### src/sv/assert_macros.svh
// Assertion macros for the top-level RTL file of the polynomial surface evaluator.
// Depends on a clock named clk and an active-low reset named rst_n in scope.
`ifndef ASSERT_MACROS_SVH
`define ASSERT_MACROS_SVH

// The condition holds at every clock edge outside reset.
`define ASSERT_ALWAYS(label, cond, msg) \
    label: assert property (@(posedge clk) disable iff (!rst_n) (cond)) else $error(msg);

// The consequent holds in the same cycle as the antecedent.
`define ASSERT_IMPLIES(label, ante, cons) \
    label: assert property (@(posedge clk) disable iff (!rst_n) (ante) |-> (cons)) \
        else $error("implication failed");

`endif

### src/sv/pse_pkg.sv
// Package of the polynomial surface evaluator: field widths, command codes and
// elaboration-time helpers. It depends on nothing.
`default_nettype none

package pse_pkg;

    localparam int MAX_DEGREE_DEF = 4;
    localparam int COORD_BITS_DEF = 12;
    localparam int COEF_W         = 64;
    localparam int OUT_W          = 64;
    localparam int INDEX_W        = 4;
    localparam int DEGREE_W       = 3;
    localparam int FRAC_DROP      = 24;

    localparam logic CMD_WRITE = 1'b0;
    localparam logic CMD_EVAL  = 1'b1;

    localparam logic [OUT_W-1:0] SAT_POS = {1'b0, {(OUT_W-1){1'b1}}};
    localparam logic [OUT_W-1:0] SAT_NEG = {1'b1, {(OUT_W-1){1'b0}}};

    function automatic int table_size(input int max_deg);
        return (max_deg + 1) * (max_deg + 2) / 2;
    endfunction

    // Table slot of the term x^t * y^l when the total degree is d.
    function automatic int coef_slot(input int t, input int l, input int d);
        return t * (d + 1) - t * (t - 1) / 2 + l;
    endfunction

    // Width that holds every Horner partial sum exactly, with room for the
    // rounding shift and the saturation check.
    function automatic int acc_width(input int max_deg, input int coord_bits);
        int w;
        w = 70 + coord_bits * max_deg;
        if (w < FRAC_DROP + OUT_W + 1)
            w = FRAC_DROP + OUT_W + 1;
        return w;
    endfunction

endpackage

`default_nettype wire

### src/sv/pse_round_sat.sv
// Output stage of the surface evaluator: rounds the exact sum to Q40.24,
// saturates to 64 bits and holds the result. Depends on pse_pkg.
`default_nettype none

module pse_round_sat #(
    parameter int ACC_W = pse_pkg::acc_width(pse_pkg::MAX_DEGREE_DEF,
                                             pse_pkg::COORD_BITS_DEF)
) (
    input  wire logic                      clk,
    input  wire logic                      rst_n,
    input  wire logic                      in_valid,
    output logic                           in_ready,
    input  wire logic [ACC_W-1:0]          in_acc,
    output logic                           out_valid,
    input  wire logic                      out_ready,
    output logic [pse_pkg::OUT_W-1:0]      out_value,
    output logic                           out_overflow
);

    localparam int SH_W = ACC_W - pse_pkg::FRAC_DROP;

    logic                         valid_reg;
    logic [pse_pkg::OUT_W-1:0]    value_reg;
    logic [pse_pkg::OUT_W-1:0]    value_next;
    logic                         ovf_reg;
    logic                         ovf_next;
    logic [ACC_W-1:0]             rounded;
    logic [SH_W-1:0]              shifted;
    logic                         fits;

    assign in_ready = !valid_reg || out_ready;

    always_comb
    begin
        rounded  = in_acc + (ACC_W'(1) << (pse_pkg::FRAC_DROP - 1));
        shifted  = rounded[ACC_W-1:pse_pkg::FRAC_DROP];
        // The value fits when all bits above the result agree with its sign.
        fits     = (&shifted[SH_W-1:pse_pkg::OUT_W-1]) || !(|shifted[SH_W-1:pse_pkg::OUT_W-1]);
        ovf_next = !fits;
        if (fits)
            value_next = shifted[pse_pkg::OUT_W-1:0];
        else if (shifted[SH_W-1])
            value_next = pse_pkg::SAT_NEG;
        else
            value_next = pse_pkg::SAT_POS;
    end

    always_ff @(posedge clk or negedge rst_n)
    begin
        if (!rst_n)
            valid_reg <= 1'b0;
        else if (in_ready)
            valid_reg <= in_valid;
    end

    always_ff @(posedge clk)
    begin
        if (in_valid && in_ready)
        begin
            value_reg <= value_next;
            ovf_reg   <= ovf_next;
        end
    end

    assign out_valid    = valid_reg;
    assign out_value    = value_reg;
    assign out_overflow = ovf_reg;

endmodule

`default_nettype wire
### config.mk
export PLATFORM = sky130hd
export DESIGN_NAME = pse_round_sat
export DESIGN_NICKNAME = d
export VERILOG_FILES = /design/src/sv/assert_macros.svh /design/src/sv/pse_pkg.sv /design/src/sv/pse_round_sat.sv
export SDC_FILE = /design/constraint.sdc
export NUM_CORES = 1
export LEC_CHECK = 0
export BUFFER_PORTS_ARGS = -buffer_cell sky130_fd_sc_hd__buf_4
export CORE_MARGIN = 2
export CORE_UTILIZATION = 51
export DETAILED_ROUTE_END_ITERATION = 10
export PLACE_DENSITY = 0.81
export SETUP_SLACK_MARGIN = 0.02
export SKIP_LAST_GASP = 1
export SYNTH_ARGS = -nofsm -noshare
export SYNTH_HDL_FRONTEND = slang
export SYNTH_SLANG_ARGS = --single-unit
export TNS_END_PERCENT = 10
### constraint.sdc
create_clock -name clk -period 2.9 [get_ports clk]
set_input_delay 0.58 -clock clk [delete_from_list [all_inputs] [get_ports clk]]
set_output_delay 0.58 -clock clk [all_outputs]
set_load 0.05 [all_outputs]
==> impl_metrics.py, run 1 <==
metrics = {
    "run_status": {
        "status": "did not finish",
        "haltStage": "5_1_grt",
        "error": "[ERROR GRT-0232] Routing congestion too high. Check the congestion heatmap in the GUI.",
    },
    "logic_synthesis": {
        "synth_compound_area_share_pct": 12.0,
        "ys.flop_type": "edfxtp_1",
        "syn_nets": 713,
        "syn_inst": 590,
        "ys_warn_count": 0,
        "synth_top_family_by_area": "simple AND/OR/NAND/NOR gates",
        "yosys.area.top_type": "edfxtp_1",
        "synth_xor_xnor_area_share_pct": 12.0,
        "synth_fa_ha_area_share_pct": 0.242,
        "synth_edf_count": 65,
        "async_reset_ff_share_pct": 1.52,
        "ys_seq_elements": 66,
        "synth_commonest_cells": "65 x edfxtp_1, 63 x a21oi_1, 56 x nand4_1",
        "yosysMostFrequentCell": "edfxtp_1",
        "synth_seq_area_share_pct": 38.2,
        "synth_area_leaders": "edfxtp_1 38%, xnor2_1 7.3%, nand4_1 6.8%",
        "synth.avg_cell_area_um2": 8.76,
        "yosysTopAreaCellShare_pct": 37.8,
        "synth-simple-area-share_pct": 33.8,
        "muxShareOfSynthArea_pct": 0.387,
        "synth_area_um2": 5170,
        "synth_cell_type_count": 54,
    },
    "global_routing": {
        "overflow": 21,
        "track_usage_pct": 72.3,
        "grt_max_degree": 66,
    },
    "placement": {
        "dpl.hpwl_um": 17300,
        "dp_cells": 1108,
        "io_buffers": 165,
        "place_area_um2": 8380,
        "gp_routability_congestion": 1.15,
    },
    "die": {
        "dieWidth_um": 105,
        "io_pins": 189,
        "initial_core_util_pct": 52.6,
        "die_h_um": 105,
        "rows": 36,
    },
    "clock_network": {
        "cts_num_sinks": 66,
        "cts_buffers": 9,
        "clock_path_buffers": 2,
        "root_buffer": "clkbuf_8",
        "htree_levels": 3,
    },
    "sta": {
        "endpoint_type": "sequential cell input",
        "worstEndpointGrtRepair": "out_value[23]$_DFFE_PP_/D",
    },
}
[cell families after synthesis]
family,after synthesis
adder cells (fa/ha/maj),1
XOR/XNOR,71
buffers and inverters,37
multiplexers,2
AO/OA/AOI/OAI,101
AND/OR/NAND/NOR,312
flip-flops,66
[metal layers]
layer	global-route usage, %	GRT overflow
met3	58.5	1
met4	69.9	5
met1	71.8	0
met2	89.4	14
met5	21.4	1
[through the flow]
| step | worst slack, ns | setup TNS (ns) |
|---|---|---|
| after floorplan | -0.562 | -48.04 |
| after global placement | -0.919 | -57.84 |
| after detailed placement | -1.04 | -62.42 |
| after CTS | -0.449 | -24.56 |
[repair_timing]
item                                    CTS
hold endpoints to repair                  1
pin swaps                                 7
hold buffers                              1
buffers inserted                         12
endpoints found under the setup margin   64
gates resized for setup                  21
==> run 2: changes to the inputs <==
--- a/config.mk
+++ b/config.mk
@@ -7,10 +7,9 @@
 export LEC_CHECK = 0
 export BUFFER_PORTS_ARGS = -buffer_cell sky130_fd_sc_hd__buf_4
 export CORE_MARGIN = 2
-export CORE_UTILIZATION = 51
+export CORE_UTILIZATION = 40
 export DETAILED_ROUTE_END_ITERATION = 10
-export PLACE_DENSITY = 0.81
-export SETUP_SLACK_MARGIN = 0.02
+export PLACE_DENSITY_LB_ADDON = 0.15
 export SKIP_LAST_GASP = 1
 export SYNTH_ARGS = -nofsm -noshare
 export SYNTH_HDL_FRONTEND = slang
==> run 2 against run 1 <==
The flow now finishes, with violations (negative setup slack). Synthesized cell count stayed put. Synthesized area stayed put.
==> impl_metrics.py, run 2 <==
metrics = {
    "finish": {
        "seq_area_um2": 1980,
        "post-route-util_pct": 75.2,
        "antenna_cells": 0,
        "finalInstanceArea_um2": 9490,
        "areaGrowthSynthToFinish_pct": 83.7,
        "largest_reg_flops": 64,
        "layout.cells.non_filler": 1203,
        "most-common-layout-cells": "425 x buf_4, 65 x edfxtp_1, 56 x nand4_1",
        "drive_gt1_share_pct": 51.8,
        "nNetsFinal": 1149,
        "final_common_cell": "buf_4",
        "fill_cells": 923,
        "multiInputGateArea_um2": 3400,
    },
    "power": {
        "comb_power_share_pct": 27.7,
        "p_sw_uw": 953,
        "clockPowerShare_pct": 37.0,
        "leakagePower_uw": 0.00375,
        "p_sw_share_pct": 29.8,
        "p_int_uw": 2240,
        "power_density_nw_per_um2": 336,
        "peakVddDrop_v": 0.000233,
        "pwr-share-seq_pct": 35.3,
    },
    "drt": {
        "ant_nets": 0,
        "post_drt_wl_per_cell_um": 20.2,
        "firstDrtPassIters": 5,
        "drc_errors": 0,
        "num_vias": 7015,
        "postRouteWirelength_um": 24300,
        "drt_iter0_markers": 636,
        "vias_per_cell": 5.83,
    },
    "placement": {
        "dpl.hpwl_um": 18600,
        "dp_cells": 1166,
        "place_area_um2": 8570,
        "io_buffers": 165,
        "gp_routability_congestion": 0.973,
    },
    "logic_synthesis": {
        "synth_commonest_cells": "65 x edfxtp_1, 63 x a21oi_1, 56 x nand4_1",
        "synth_cell_type_count": 54,
        "yosysMostFrequentCell": "edfxtp_1",
        "yosysTopAreaCellShare_pct": 37.8,
        "yosys.area.top_type": "edfxtp_1",
        "synth.avg_cell_area_um2": 8.76,
        "syn_nets": 713,
        "syn_inst": 590,
        "synth_edf_count": 65,
        "ys_seq_elements": 66,
        "synth_area_um2": 5170,
        "synth_area_leaders": "edfxtp_1 38%, xnor2_1 7.3%, nand4_1 6.8%",
        "ys.flop_type": "edfxtp_1",
        "async_reset_ff_share_pct": 1.52,
        "ys_warn_count": 0,
        "synth_seq_area_share_pct": 38.2,
    },
    "sta": {
        "worst_slack_ns": -0.611,
        "rsz0062_at_grt": "yes",
        "worst_pin_slew_ns": 0.526,
        "setup_tns_ns": -35.83,
        "clock_skew_ns": 0.00904,
        "finalSetupViolations": 64,
        "fmax_mhz": 285,
        "period_share_pct": 121,
        "relSlewSlack_pct": 64.4,
        "slew_viol_final": 0,
        "post-route-min-period_ns": 3.51,
        "finalHoldViolations": 0,
    },
    "worst_hold_path": {
        "min_path_type": "input pin to asynchronous set/reset pin",
    },
    "clock_network": {
        "clock_latency_ns": 0.35,
        "root_buffer": "clkbuf_16",
        "holdBufCountCts": 0,
        "htree_levels": 3,
        "cts_buffers": 9,
        "cts.clk_slew.worst_paths_ns": 0.05,
        "cts_num_sinks": 66,
        "cts_tree": "built",
        "clock_path_buffers": 2,
    },
    "critical_path": {
        "arrival_ns": 3.59,
        "worstSetupEndpointType": "register",
        "required_ns": 2.98,
        "cp-start-kind": "input pin",
        "cp_slowest_cell": "or4_4",
        "crit_chain": "buf_6, nand4_1, buf_6, nor4_4, buf_4, nand2_1, buf_4, o31a_1, nor2_1, nand4_1, or4_4, o21ai_4, buf_12, clkbuf_16, a21oi_1",
        "criticalPathCategory": "input pin to register",
        "critPathMaxStageDelay_ns": 0.46,
        "worst-path-max-fanout": 9,
    },
    "global_routing": {
        "grt_pass1_vias": 6836,
        "grt_pass1_wl_um": 35900,
        "grt_max_degree": 66,
        "track_usage_pct": 32.4,
        "overflow": 0,
        "antenna_found_initial": 0,
    },
    "die": {
        "initial_core_util_pct": 41.0,
        "core_area_um2": 12600,
        "die_h_um": 118,
        "io_pins": 189,
        "dieWidth_um": 118,
        "rows": 41,
        "dieArea_um2": 13800,
    },
    "flow_run": {
        "cap_violations": 0,
    },
    "run_status": {
        "violations": "negative setup slack",
        "status": "finished, violations left",
    },
}
-- run 2: cell counts after synthesis --
Identical to the previous run, type by type.
-- run 2: per-stage QoR --
stage	power, uW	setup slack (ns)	hold slack [ns]
2_1_floorplan	1510	-0.562	0.284
3_3_place_gp	1960	-1.16	0.355
3_5_place_dp	1980	-1.21	0.358
4_1_cts	3150	-0.586	0.00528
5_1_grt	3270	-0.704	0.00461
6_report	3190	-0.611	0.00562
-- run 2: cells by family (layout without fill, tap and decap cells) --
logic type,Yosys count,count (layout),synth area share (%)
and+or+nand+nor,312,312,33.8
AOI/OAI and AO/OA,101,101,12.0
xor gates and xnor gates,71,71,12.0
DFF,66,66,38.2
buffers and inverters,37,478,3.34
muxes,2,2,0.387
adders and majority gates,1,1,0.242
-- run 2: repair_timing --
| action | 4_1_cts | 5_1_grt |
|---|---|---|
| gates cloned | 1 | 3 |
| setup buffers | 5 | 12 |
| setup endpoints to repair | 64 | 64 |
| pin swaps | 12 | 29 |
| resized for setup | 16 | 51 |
-- run 2: layout make-up --
type                            instances  area share [%]
Timing Repair Buffer                  446            37.2
Multi-Input combinational cell        487            35.8
Sequential cell                        66            20.8
Clock buffer                            9            2.37
Tap cell                              172            2.27
Clock inverter                          7           0.975
Inverter                               16           0.633
-- run 2: worst paths after layout --
path	startpoint	endpoint	slack, ns	depth (start not counted)
setup / recovery	in_acc[74]	out_value[36]	-0.61	15
hold / removal	rst_n	out_valid	0.006	1
setup reg to reg	out_valid	out_value[21]	1.55	3
hold reg to reg	out_valid	out_valid	0.56	2
max in group asynchronous	rst_n	out_valid	2.81	1
min in group clk	in_valid	out_valid	0.45	2
-- run 2: power groups by stage --
stage | Combinational (uW) | Clock, uW | Sequential, uW
final | 884 | 1180 | 1130
after global routing | 924 | 1210 | 1130
after CTS | 842 | 1180 | 1130
after detailed placement | 831 | 0 | 1150
after global placement | 815 | 0 | 1140
after floorplan | 185 | 0 | 1320
-- run 2: worst max-delay path, delay by kind of cell --
kind	cells	cell delay (ns)
compound gates	3	0.66
simple gates	6	1.39
buf+inv	6	0.95
-- run 2: routing by layer --
metal  track usage, %  part of all wire (%)  vias to the layer above
met2             56.9                    50                      378
met3             4.84                   6.5                       84
met5                0                     0                        -
met4             14.7                   4.9                        0
met1             39.2                    39                     3373
li1                 -                     -                     3180
(Power assumes the default switching activity.)
